==> src/hw/rtl/ubxr_pkg.sv <==
// Shared types and constants for the UBX frame receiver.
package ubxr_pkg;

  localparam logic [7:0] Sync1Byte = 8'hB5;
  localparam logic [7:0] Sync2Byte = 8'h62;
  localparam logic [7:0] ClassAck  = 8'h05;
  localparam logic [7:0] IdAck     = 8'h01;
  localparam logic [7:0] IdNack    = 8'h00;
  localparam logic [7:0] ClassNav  = 8'h01;
  localparam logic [7:0] IdNavPos  = 8'h02;

  localparam int unsigned TdataOutW = 88;

  // frame_status codes
  localparam logic [1:0] StatNone = 2'd0;
  localparam logic [1:0] StatGood = 2'd1;
  localparam logic [1:0] StatBad  = 2'd2;
  localparam logic [1:0] StatDrop = 2'd3;

  typedef struct packed {
    logic        payload_valid;
    logic [7:0]  payload_byte;
    logic [6:0]  payload_index;
    logic [1:0]  frame_status;
    logic [7:0]  msg_class;
    logic [7:0]  msg_id;
    logic [15:0] payload_length;
    logic        ack_seen;
    logic        nack_seen;
    logic [15:0] bad_frames;
    logic [15:0] position_frames;
  } result_t;

endpackage

==> src/hw/rtl/ubx_frame_receiver.sv <==
// Top level of the UBX frame receiver: input register, parser, result register.
//
// Usage:
//   s_axis carries one received serial byte per request in tdata[7:0].
//   m_axis returns exactly one result per input byte, in order, with the
//   payload byte and index, the frame end status, the header of the current
//   frame, ack/nack flags and the two wrapping frame counters.
//   Path: an accepted byte is held in the input register and parsed from
//   there; its result is captured in the result register driving m_axis.
//   Throughput: one byte per cycle while m_axis_tready_i is high; framing
//   and Fletcher sums update in one pass, input to result register.
//   Reset: all control state and counters clear; the parser starts hunting
//   for the sync pair.
//   Stall: when m_axis_tready_i is low the result register holds, the input
//   register fills, and s_axis_tready_o drops until the result is taken.
//   MAX_PAYLOAD sets the longest payload accepted; longer frames are dropped.
module ubx_frame_receiver #(
  parameter int unsigned MAX_PAYLOAD = 128
) (
  input  logic        clk_i,
  input  logic        rst_ni,
  input  logic        s_axis_tvalid_i,
  output logic        s_axis_tready_o,
  // [7:0] rx_byte
  input  logic [7:0]  s_axis_tdata_i,
  output logic        m_axis_tvalid_o,
  input  logic        m_axis_tready_i,
  // [0] payload_valid, [8:1] payload_byte, [15:9] payload_index,
  // [17:16] frame_status, [25:18] msg_class, [33:26] msg_id,
  // [49:34] payload_length, [50] ack_seen, [51] nack_seen,
  // [67:52] bad_frames, [83:68] position_frames, [87:84] zero
  output logic [ubxr_pkg::TdataOutW-1:0] m_axis_tdata_o
);
  import ubxr_pkg::*;

  logic    in_valid_q;
  logic    [7:0] in_byte_q;
  logic    out_valid_q;
  result_t out_q;
  result_t res;
  logic    advance;
  logic    in_accept;

  assign advance         = in_valid_q && (!out_valid_q || m_axis_tready_i);
  assign s_axis_tready_o = !in_valid_q || advance;
  assign in_accept       = s_axis_tvalid_i && s_axis_tready_o;

  ubxr_parser #(
    .MaxPayload(MAX_PAYLOAD)
  ) u_parser (
    .clk_i (clk_i),
    .rst_ni(rst_ni),
    .step_i(advance),
    .byte_i(in_byte_q),
    .res_o (res)
  );

  always_ff @(posedge clk_i or negedge rst_ni) begin
    if (!rst_ni) begin
      in_valid_q <= 1'b0;
    end else if (in_accept) begin
      in_valid_q <= 1'b1;
    end else if (advance) begin
      in_valid_q <= 1'b0;
    end
  end

  always_ff @(posedge clk_i) begin
    if (in_accept) begin
      in_byte_q <= s_axis_tdata_i;
    end
  end

  always_ff @(posedge clk_i or negedge rst_ni) begin
    if (!rst_ni) begin
      out_valid_q <= 1'b0;
    end else if (advance) begin
      out_valid_q <= 1'b1;
    end else if (m_axis_tready_i) begin
      out_valid_q <= 1'b0;
    end
  end

  always_ff @(posedge clk_i) begin
    if (advance) begin
      out_q <= res;
    end
  end

  assign m_axis_tvalid_o = out_valid_q;
  assign m_axis_tdata_o  = {4'd0,
                            out_q.position_frames,
                            out_q.bad_frames,
                            out_q.nack_seen,
                            out_q.ack_seen,
                            out_q.payload_length,
                            out_q.msg_id,
                            out_q.msg_class,
                            out_q.frame_status,
                            out_q.payload_index,
                            out_q.payload_byte,
                            out_q.payload_valid};

endmodule

==> src/hw/rtl/ubxr_parser.sv <==
// Frame state machine, Fletcher checksum and counters for one byte per step.
module ubxr_parser #(
  parameter int unsigned MaxPayload = 128
) (
  input  logic              clk_i,
  input  logic              rst_ni,
  input  logic              step_i,
  input  logic [7:0]        byte_i,
  output ubxr_pkg::result_t res_o
);
  import ubxr_pkg::*;

  localparam int unsigned CntW = $clog2(MaxPayload + 1);
  localparam logic [15:0] MaxLen = 16'(MaxPayload);

  localparam logic [3:0] PhIdle  = 4'd0;
  localparam logic [3:0] PhSync1 = 4'd1;
  localparam logic [3:0] PhClass = 4'd2;
  localparam logic [3:0] PhId    = 4'd3;
  localparam logic [3:0] PhLenLo = 4'd4;
  localparam logic [3:0] PhLenHi = 4'd5;
  localparam logic [3:0] PhPay   = 4'd6;
  localparam logic [3:0] PhCkA   = 4'd7;
  localparam logic [3:0] PhCkB   = 4'd8;

  logic [3:0]      phase_q, phase_d;
  logic [7:0]      class_q, class_d;
  logic [7:0]      id_q, id_d;
  logic [15:0]     len_q, len_d;
  logic [7:0]      sum_a_q, sum_a_d;
  logic [7:0]      sum_b_q, sum_b_d;
  logic [7:0]      rx_a_q, rx_a_d;
  logic [15:0]     bad_q, bad_d;
  logic [15:0]     pos_q, pos_d;
  logic [CntW-1:0] cnt_q, cnt_d;
  logic [CntW-1:0] cnt_inc;
  logic [15:0]     cnt_ext;
  logic [15:0]     len_hi_new;
  logic [7:0]      add_a, add_b;

  logic        pv;
  logic [7:0]  pb;
  logic [6:0]  pi;
  logic [1:0]  st;
  logic        ack, nack;

  assign add_a      = sum_a_q + byte_i;
  assign add_b      = sum_b_q + add_a;
  assign cnt_inc    = cnt_q + CntW'(1);
  assign cnt_ext    = 16'(cnt_q);
  assign len_hi_new = {byte_i, len_q[7:0]};

  always_comb begin
    phase_d = phase_q;
    class_d = class_q;
    id_d    = id_q;
    len_d   = len_q;
    sum_a_d = sum_a_q;
    sum_b_d = sum_b_q;
    rx_a_d  = rx_a_q;
    bad_d   = bad_q;
    pos_d   = pos_q;
    cnt_d   = cnt_q;
    pv      = 1'b0;
    pb      = 8'd0;
    pi      = 7'd0;
    st      = StatNone;
    ack     = 1'b0;
    nack    = 1'b0;
    unique case (phase_q)
      PhIdle, PhSync1: begin
        if (byte_i == Sync1Byte) begin
          phase_d = PhSync1;
        end else if (phase_q == PhSync1 && byte_i == Sync2Byte) begin
          phase_d = PhClass;
        end else begin
          phase_d = PhIdle;
        end
      end
      PhClass: begin
        class_d = byte_i;
        id_d    = 8'd0;
        len_d   = 16'd0;
        // sums restart from zero
        sum_a_d = byte_i;
        sum_b_d = byte_i;
        phase_d = PhId;
      end
      PhId: begin
        id_d    = byte_i;
        sum_a_d = add_a;
        sum_b_d = add_b;
        phase_d = PhLenLo;
      end
      PhLenLo: begin
        len_d   = {8'd0, byte_i};
        sum_a_d = add_a;
        sum_b_d = add_b;
        phase_d = PhLenHi;
      end
      PhLenHi: begin
        len_d   = len_hi_new;
        sum_a_d = add_a;
        sum_b_d = add_b;
        if (len_hi_new > MaxLen) begin
          st      = StatDrop;
          phase_d = PhIdle;
        end else begin
          cnt_d   = '0;
          phase_d = (len_hi_new != 16'd0) ? PhPay : PhCkA;
        end
      end
      PhPay: begin
        pv      = 1'b1;
        pb      = byte_i;
        pi      = cnt_ext[6:0];
        sum_a_d = add_a;
        sum_b_d = add_b;
        cnt_d   = cnt_inc;
        if (16'(cnt_inc) >= len_q) begin
          phase_d = PhCkA;
        end
      end
      PhCkA: begin
        rx_a_d  = byte_i;
        phase_d = PhCkB;
      end
      PhCkB: begin
        if (rx_a_q == sum_a_q && byte_i == sum_b_q) begin
          st = StatGood;
          if (class_q == ClassNav && id_q == IdNavPos) begin
            pos_d = pos_q + 16'd1;
          end
          ack  = (class_q == ClassAck) && (id_q == IdAck);
          nack = (class_q == ClassAck) && (id_q == IdNack);
        end else begin
          st    = StatBad;
          bad_d = bad_q + 16'd1;
        end
        phase_d = PhIdle;
      end
      default: begin
        phase_d = PhIdle;
      end
    endcase
  end

  always_ff @(posedge clk_i or negedge rst_ni) begin
    if (!rst_ni) begin
      phase_q <= PhIdle;
      class_q <= '0;
      id_q    <= '0;
      len_q   <= '0;
      sum_a_q <= '0;
      sum_b_q <= '0;
      rx_a_q  <= '0;
      bad_q   <= '0;
      pos_q   <= '0;
      cnt_q   <= '0;
    end else if (step_i) begin
      phase_q <= phase_d;
      class_q <= class_d;
      id_q    <= id_d;
      len_q   <= len_d;
      sum_a_q <= sum_a_d;
      sum_b_q <= sum_b_d;
      rx_a_q  <= rx_a_d;
      bad_q   <= bad_d;
      pos_q   <= pos_d;
      cnt_q   <= cnt_d;
    end
  end

  always_comb begin
    res_o.payload_valid   = pv;
    res_o.payload_byte    = pb;
    res_o.payload_index   = pi;
    res_o.frame_status    = st;
    res_o.msg_class       = class_d;
    res_o.msg_id          = id_d;
    res_o.payload_length  = len_d;
    res_o.ack_seen        = ack;
    res_o.nack_seen       = nack;
    res_o.bad_frames      = bad_d;
    res_o.position_frames = pos_d;
  end

endmodule
==> config.mk <==
export PLATFORM = sky130hd
export DESIGN_NAME = ubx_frame_receiver
export DESIGN_NICKNAME = d
export VERILOG_FILES = /design/src/hw/rtl/ubxr_pkg.sv /design/src/hw/rtl/ubx_frame_receiver.sv /design/src/hw/rtl/ubxr_parser.sv
export SDC_FILE = /design/constraint.sdc
export NUM_CORES = 1
export LEC_CHECK = 0
export ABC_AREA = 1
export BUFFER_PORTS_ARGS = -buffer_cell sky130_fd_sc_hd__clkbuf_2
export CAP_MARGIN = 25
export CORE_MARGIN = 2
export CORE_UTILIZATION = 35
export CTS_BUF_LIST = sky130_fd_sc_hd__clkbuf_8
export DETAILED_ROUTE_END_ITERATION = 12
export PLACE_DENSITY = 0.59
export SLEW_MARGIN = 15
export SYNTH_ARGS = -nofsm -noshare
export SYNTH_HDL_FRONTEND = slang
export SYNTH_HIERARCHICAL = 1
export SYNTH_SLANG_ARGS = --single-unit
==> constraint.sdc <==
create_clock -name clk_i -period 7.6 [get_ports clk_i]
set_clock_uncertainty 0.2 [all_clocks]
set_input_delay 0.38 -clock clk_i [delete_from_list [all_inputs] [get_ports clk_i]]
set_output_delay 0.38 -clock clk_i [all_outputs]
set_load 0.01 [all_outputs]
==> impl_metrics.yaml, run 1 <==
clocking:
  cts.reportedPaths.clkPinSlew_ps: 110
  clk_latency_ps: 480
  cts_max_path_buffers: 2
  postCtsResizedCells: 0
  tritoncts: "done"
  cts_root_buffer: "clkbuf_8"
  clock-sinks: 194
  cts-htree-levels: 4
  cts_inserted_buffers: 17
run_status:
  status: "finished clean"
sta:
  drv_slew: 0
  hold_viol_final: 0
  rsz0062_at_grt: "no"
  setup_viol: 0
  slew-limit-headroom: 0.335
  fin_crit_ps: 3170
  worst_pin_slew_ps: 997
  max_freq_mhz: 316
  post-route-period-util: 0.417
  whs_ps: 254
  setup-tns-final_ps: 0
final_layout:
  diodes: 0
  post-route-util: 0.399
  multi_input_area_um2: 4170
  num-fill-cells: 2929
  drive_gt1_frac: 0.120
  area_delta_synth_final_pct: 12.5
  seqCellArea_um2: 5320
  final_nets: 1350
setup_path:
  r2r_start: "in_byte_q[5]"
  path_class: "register to register"
  critPathMaxStageDelay_ps: 770
  rr_endpoint: "m_axis_tdata_o[57]"
  reg2reg_slack_ps: 4430
  path_cells: "inv_2 -> nand2_1 -> nand2_1 -> nand3_1 -> nor2_1 -> nand2_1 -> nor2_2 -> nor2_1 -> nand2_1 -> nand2_1 -> and2_1"
  r2r_cells: 11
  slowest_stage: "nor2_2"
  cp-start-kind: "register"
  worst_path_most_repeated_cell: "nand2_1"
  critPathLaunch: "in_byte_q[5]"
  required_ps: 7640
  cp_max_fo: 21
  arrival_ps: 3210
  crit_path_end_kind: "register"
  endpoint: "m_axis_tdata_o[57]"
synthesis:
  synth.largest_area_cell: "edfxtp_1"
  ys_seq_area_frac: 0.522
  synth_area_um2: 10200
  ys_warn_count: 6
  synth_cell_types: 43
  ys_ff_latch: 194
  synthTopCellsByArea: "edfxtp_1 (27%), dfrtp_1 (25%), nand2_1 (17%)"
  synth_cells: 1226
  synth.top_cell.area_share: 0.271
  syn_area_per_cell_um2: 8.30
floorplanning:
  coreArea_um2: 28700
  io-pin-count: 102
  dieArea_um2: 30500
  fp.dieW_um: 175
  die_y_um: 175
  start_util: 0.355
  placementRows: 62
detailed_routing:
  wl_mm: 24.9
  first_iter_violations: 644
  ant_nets: 0
  drc: 0
  firstDrtPassIters: 8
  wire_per_inst_um: 14.6
  viasPerCell: 4.78
  via_count: 8151
grt:
  antenna_found_initial: 0
  track_usage: 0.166
  grt_pass1_wl_mm: 40.4
  grt_max_degree: 190
  grt_overflow: 0
  grt_pass1_vias: 7655
placed_design:
  gp_congestion: 0.853
  port_buffers: 97
  hpwl_mm: 17.1
pwr:
  p_leak_nw: 5.35
  irDropWorstVdd_mv: 0.112
  power_w: 0.00197
  power_density_nw_per_um2: 172
min_path:
  worstHoldPathType: "input pin to asynchronous set/reset pin"
run:
  max-cap-violations: 0
-- where the power goes --
group / internal, W / switching, W
clock: 0.000242 / 0.000421
combinational: 0.0000469 / 0.000110
sequential: 0.00114 / 0.0000174
total: 0.00143 / 0.000548
-- synthesized netlist by cell type, drive strengths merged --
master and count:
nor3 21, a21boi 1, o21a 1, o22ai 24
buf 36, inv 118, nor4 2, and2 6
conb 1, o21ai 64, a22oi 3, ha 26
dfrtp 102, o31a 1, nand2 474, nor2 83
clkbuf 15, edfxtp 92, nand4 17, a31oi 8
nand3 57, xor2 21, nand3b 2, xnor2 13
clkinv 1, a21o 1, or2 7, a21oi 27
fa 2
-- cell type report --
| cell class | count | share of cell area |
|---|---|---|
| clock buffer | 17 | 0.0204 |
| timing repair buffer | 113 | 0.0575 |
| sequential | 194 | 0.464 |
| inverter | 119 | 0.0394 |
| tap | 384 | 0.0420 |
| multi-input combinational | 865 | 0.364 |
| clock inverter | 15 | 0.0126 |
-- state kept, by name, indices dropped and copies added (netlist names) --
signal / cells
u_parser/sum_a_q: 8
m_axis_tvalid_o: 1
u_parser/phase_q: 4
u_parser/class_q: 8
u_parser/bad_q: 16
in_valid_q: 1
u_parser/len_q: 16
u_parser/rx_a_q: 8
u_parser/id_q: 8
u_parser/cnt_q: 8
m_axis_tdata_o: 84
u_parser/sum_b_q: 8
in_byte_q: 8
u_parser/pos_q: 16
-- per-layer routing --
metal,track usage,up-vias,share of wire
li1,-,4128,-
met1,0.235,3827,0.48
met2,0.266,185,0.47
met3,0.0278,11,0.040
met4,0.0413,0,0.0073
met5,0,-,0
-- cells by family (layout without fill, tap and decap cells) --
family / after synthesis / after routing / synth area share
xor gates and xnor gates: 34 / 34 / 0.0293
and+or+nand+nor: 669 / 669 / 0.271
other: 1 / 4 / 0.000369
adders and majority gates: 28 / 28 / 0.0359
AOI/OAI and AO/OA: 130 / 130 / 0.0708
DFF: 194 / 194 / 0.522
buffers and inverters: 170 / 264 / 0.0702
-- worst max-delay path, delay by kind of cell (launching register included) --
family | cells | cell delay [ps]
buf+inv | 1 | 240
flops | 1 | 490
simple gates | 10 | 1990
-- worst min path at each step --
stage	start	end	slack, ps	cells after the start
final	rst_ni	u_parser/pos_q[7]	250	2
after global routing	rst_ni	u_parser/pos_q[7]	280	2
after CTS	rst_ni	u_parser/bad_q[12]	260	2
after detailed placement	rst_ni	u_parser/pos_q[7]	230	1
after global placement	rst_ni	u_parser/pos_q[6]	220	1
after floorplan	rst_ni	in_valid_q	-120	0
-- timing repair --
item                                   CTS  global route
endpoints found under the hold margin   48             0
setup buffers                            0             0
hold buffers                            12             0
-- per-stage QoR --
step | area (um2) | setup slack, ps | instances
detailed placement | 11000 | 4510 | 1663
finish | 11500 | 4430 | 1707
floorplan | 10200 | 1360 | 1229
global route | 11500 | 4120 | 1707
CTS | 11500 | 4470 | 1707
global placement | 10900 | 4580 | 1662
-- cell usage in the layout, fill, tap and decap left out, types with 4 or more instances in the layout --
master / count
a21oi_1: 26
a31oi_1: 8
and2_1: 6
clkbuf_2: 96
clkbuf_8: 17
clkinvlp_4: 5
conb_1: 4
dfrtp_1: 102
dlygate4sd3_1: 12
edfxtp_1: 92
ha_1: 26
inv_1: 109
inv_2: 8
inv_8: 6
nand2_1: 472
nand3_1: 56
nand4_1: 17
nor2_1: 78
nor3_1: 21
o21ai_0: 62
o22ai_1: 24
or2_2: 6
xnor2_1: 13
xor2_1: 21
(Power assumes the default switching activity.)
==> run 2, diff against run 1 <==
--- a/config.mk
+++ b/config.mk
@@ -12,7 +12,7 @@
 export CORE_UTILIZATION = 35
 export CTS_BUF_LIST = sky130_fd_sc_hd__clkbuf_8
 export DETAILED_ROUTE_END_ITERATION = 12
-export PLACE_DENSITY = 0.59
+export PLACE_DENSITY = 0.61
 export SLEW_MARGIN = 15
 export SYNTH_ARGS = -nofsm -noshare
 export SYNTH_HDL_FRONTEND = slang
==> constraint.sdc (replaced) <==
create_clock -name clk_i -period 2.7 [get_ports clk_i]
set_clock_uncertainty 0.2 [all_clocks]
set_input_delay 0.135 -clock clk_i [delete_from_list [all_inputs] [get_ports clk_i]]
set_output_delay 0.135 -clock clk_i [all_outputs]
set_load 0.01 [all_outputs]
==> run 2 against run 1 <==
Net effect: clock-buffer cell count unchanged; clock power rose to 2.7 times the previous value; the flow now finishes with violations (negative setup slack); core utilization up 1.7 points.
==> impl_metrics.yaml, run 2 (synthesis results as in run 1) <==
pwr:
  p_leak_nw: 5.60
  power_density_nw_per_um2: 464
  irDropWorstVdd_mv: 0.257
floorplanning:
  dieArea_um2: 30500
  start_util: 0.355
  io-pin-count: 102
  die_y_um: 175
  placementRows: 62
  coreArea_um2: 28700
  fp.dieW_um: 175
setup_path:
  r2r_cells: 14
  arrival_ps: 3000
  critPathMaxStageDelay_ps: 410
  r2r_start: "in_byte_q[0]"
  endpoint: "u_parser/sum_b_q[7]"
  critPathLaunch: "in_byte_q[0]"
  path_cells: "ha_2 -> fa_2 -> buf_6 -> nand4_1 -> nand3_1 -> xor2_1 -> ha_1 -> a21oi_1 -> nand2_1 -> a21oi_2 -> inv_1 -> nand2_1 -> nand3_1 -> a21oi_1"
  cp_max_fo: 3
  path_class: "register to register"
  rr_endpoint: "u_parser/sum_b_q[7]"
  required_ps: 2920
  cp-start-kind: "register"
  crit_path_end_kind: "register"
  slowest_stage: "edfxtp_1"
  reg2reg_slack_ps: -80
clocking:
  cts_inserted_buffers: 17
  tritoncts: "done"
  cts_max_path_buffers: 2
  clk_latency_ps: 480
  cts.reportedPaths.clkPinSlew_ps: 120
  clock-sinks: 194
  cts_root_buffer: "clkbuf_8"
  cts-htree-levels: 4
detailed_routing:
  drc: 0
  wire_per_inst_um: 14.0
  via_count: 8376
  first_iter_violations: 556
  firstDrtPassIters: 5
  wl_mm: 24.6
  viasPerCell: 4.77
  ant_nets: 0
placed_design:
  port_buffers: 97
  placed_area_um2: 11300
  hpwl_mm: 17.7
  gp_congestion: 0.878
run_status:
  status: "finished, violations left"
  violations: "negative setup slack"
final_layout:
  largest_register_ffs: 84
  mostFrequentLayoutCell: "nand2_1"
  drive_gt1_frac: 0.171
  area_delta_synth_final_pct: 17.4
  final_cell_mix: "nand2_1 (467), inv_1 (107), dfrtp_1 (101), clkbuf_2 (96), edfxtp_1 (92)"
  final_nets: 1399
  final_cell_area_um2: 11900
  diodes: 0
grt:
  track_usage: 0.165
  grt_max_degree: 64
  grt_overflow: 0
  grt_pass1_wl_mm: 40.4
  antenna_found_initial: 0
  grt_pass1_vias: 7878
min_path:
  worstHoldPathType: "input pin to asynchronous set/reset pin"
sta:
  post-route-worst-setup-slack_ps: -81.3
  fin_crit_ps: 2780
  slew-limit-headroom: 0.523
  worst_pin_slew_ps: 716
  drv_slew: 0
  max_freq_mhz: 360
  setup_viol: 3
  hold_viol_final: 0
  setup-tns-final_ps: -172
  post-route-period-util: 1.03
  rsz0062_at_grt: "yes"
run:
  max-cap-violations: 0
## run 2: cell count changes in the layout (fill, tap and decap cells not counted), moves of 5 or more
cell,before,now
buf_4,3,49
nand2_1,472,467
o21ai_0,62,53
o21ai_1,1,10
## run 2: final cells by class
class	instances	area (um2)
sequential	194	5320
timing repair buffer	162	1060
clock buffer	17	234
tap	384	480
fill	2895	16800
multi-input combinational	865	4280
clock inverter	15	123
inverter	119	452
## run 2: what timing repair did
action / in CTS / in global routing
buffers inserted: 3 / 5
pin swaps: 10 / 9
endpoints found under the hold margin: 96 / 0
setup endpoints to repair: 6 / 7
cloned: 0 / 0
resized for setup: 17 / 6
hold buffers: 12 / 0
## run 2: metal layers
layer | vias up | routed length [um] | track usage
met3 | 13 | 949 | 0.0308
met1 | 3978 | 11700 | 0.223
li1 | 4218 | - | -
met5 | - | 0 | 0
met2 | 167 | 11700 | 0.276
met4 | 0 | 235 | 0.0365
## run 2: worst min-delay path by stage
stage	start	endpoint	slack, ps	cells past startpoint
after detailed placement	rst_ni	u_parser/class_q[2]	40	1
final	rst_ni	u_parser/class_q[5]	40	2
after floorplan	rst_ni	in_valid_q	-360	0
after global routing	rst_ni	u_parser/class_q[5]	80	2
after CTS	rst_ni	u_parser/class_q[5]	60	2
after global placement	rst_ni	u_parser/class_q[4]	40	1
## run 2: per-stage QoR
step                      std cells  worst slack, ps  power, W  utilization  hold WS [ps]
final                          1756            -81.3   0.00554        0.416          37.4
after global routing           1756             -237   0.00578        0.416          83.7
after CTS                      1751            -65.0   0.00560        0.414          64.8
after detailed placement       1704             -257   0.00379        0.394          41.4
after global placement         1704             -229   0.00379        0.394          35.2
after floorplan                1229             -350   0.00357            -          -361
## run 2: critical path, delay by kind of cell (launching register included)
family          cells  cell delay [ps]
flops               1              410
xor+xnor            1              170
compound gates      3              430
fa+ha+maj           3              940
simple gates        5              370
buf+inv             2              180
## run 2: where the power goes
group	leakage (nW)	internal (W)	switching [W]	total [W]
combinational	3.11	0.000187	0.000337	0.000524
clock	0.170	0.000660	0.00112	0.00178
sequential	2.32	0.00319	0.0000431	0.00324
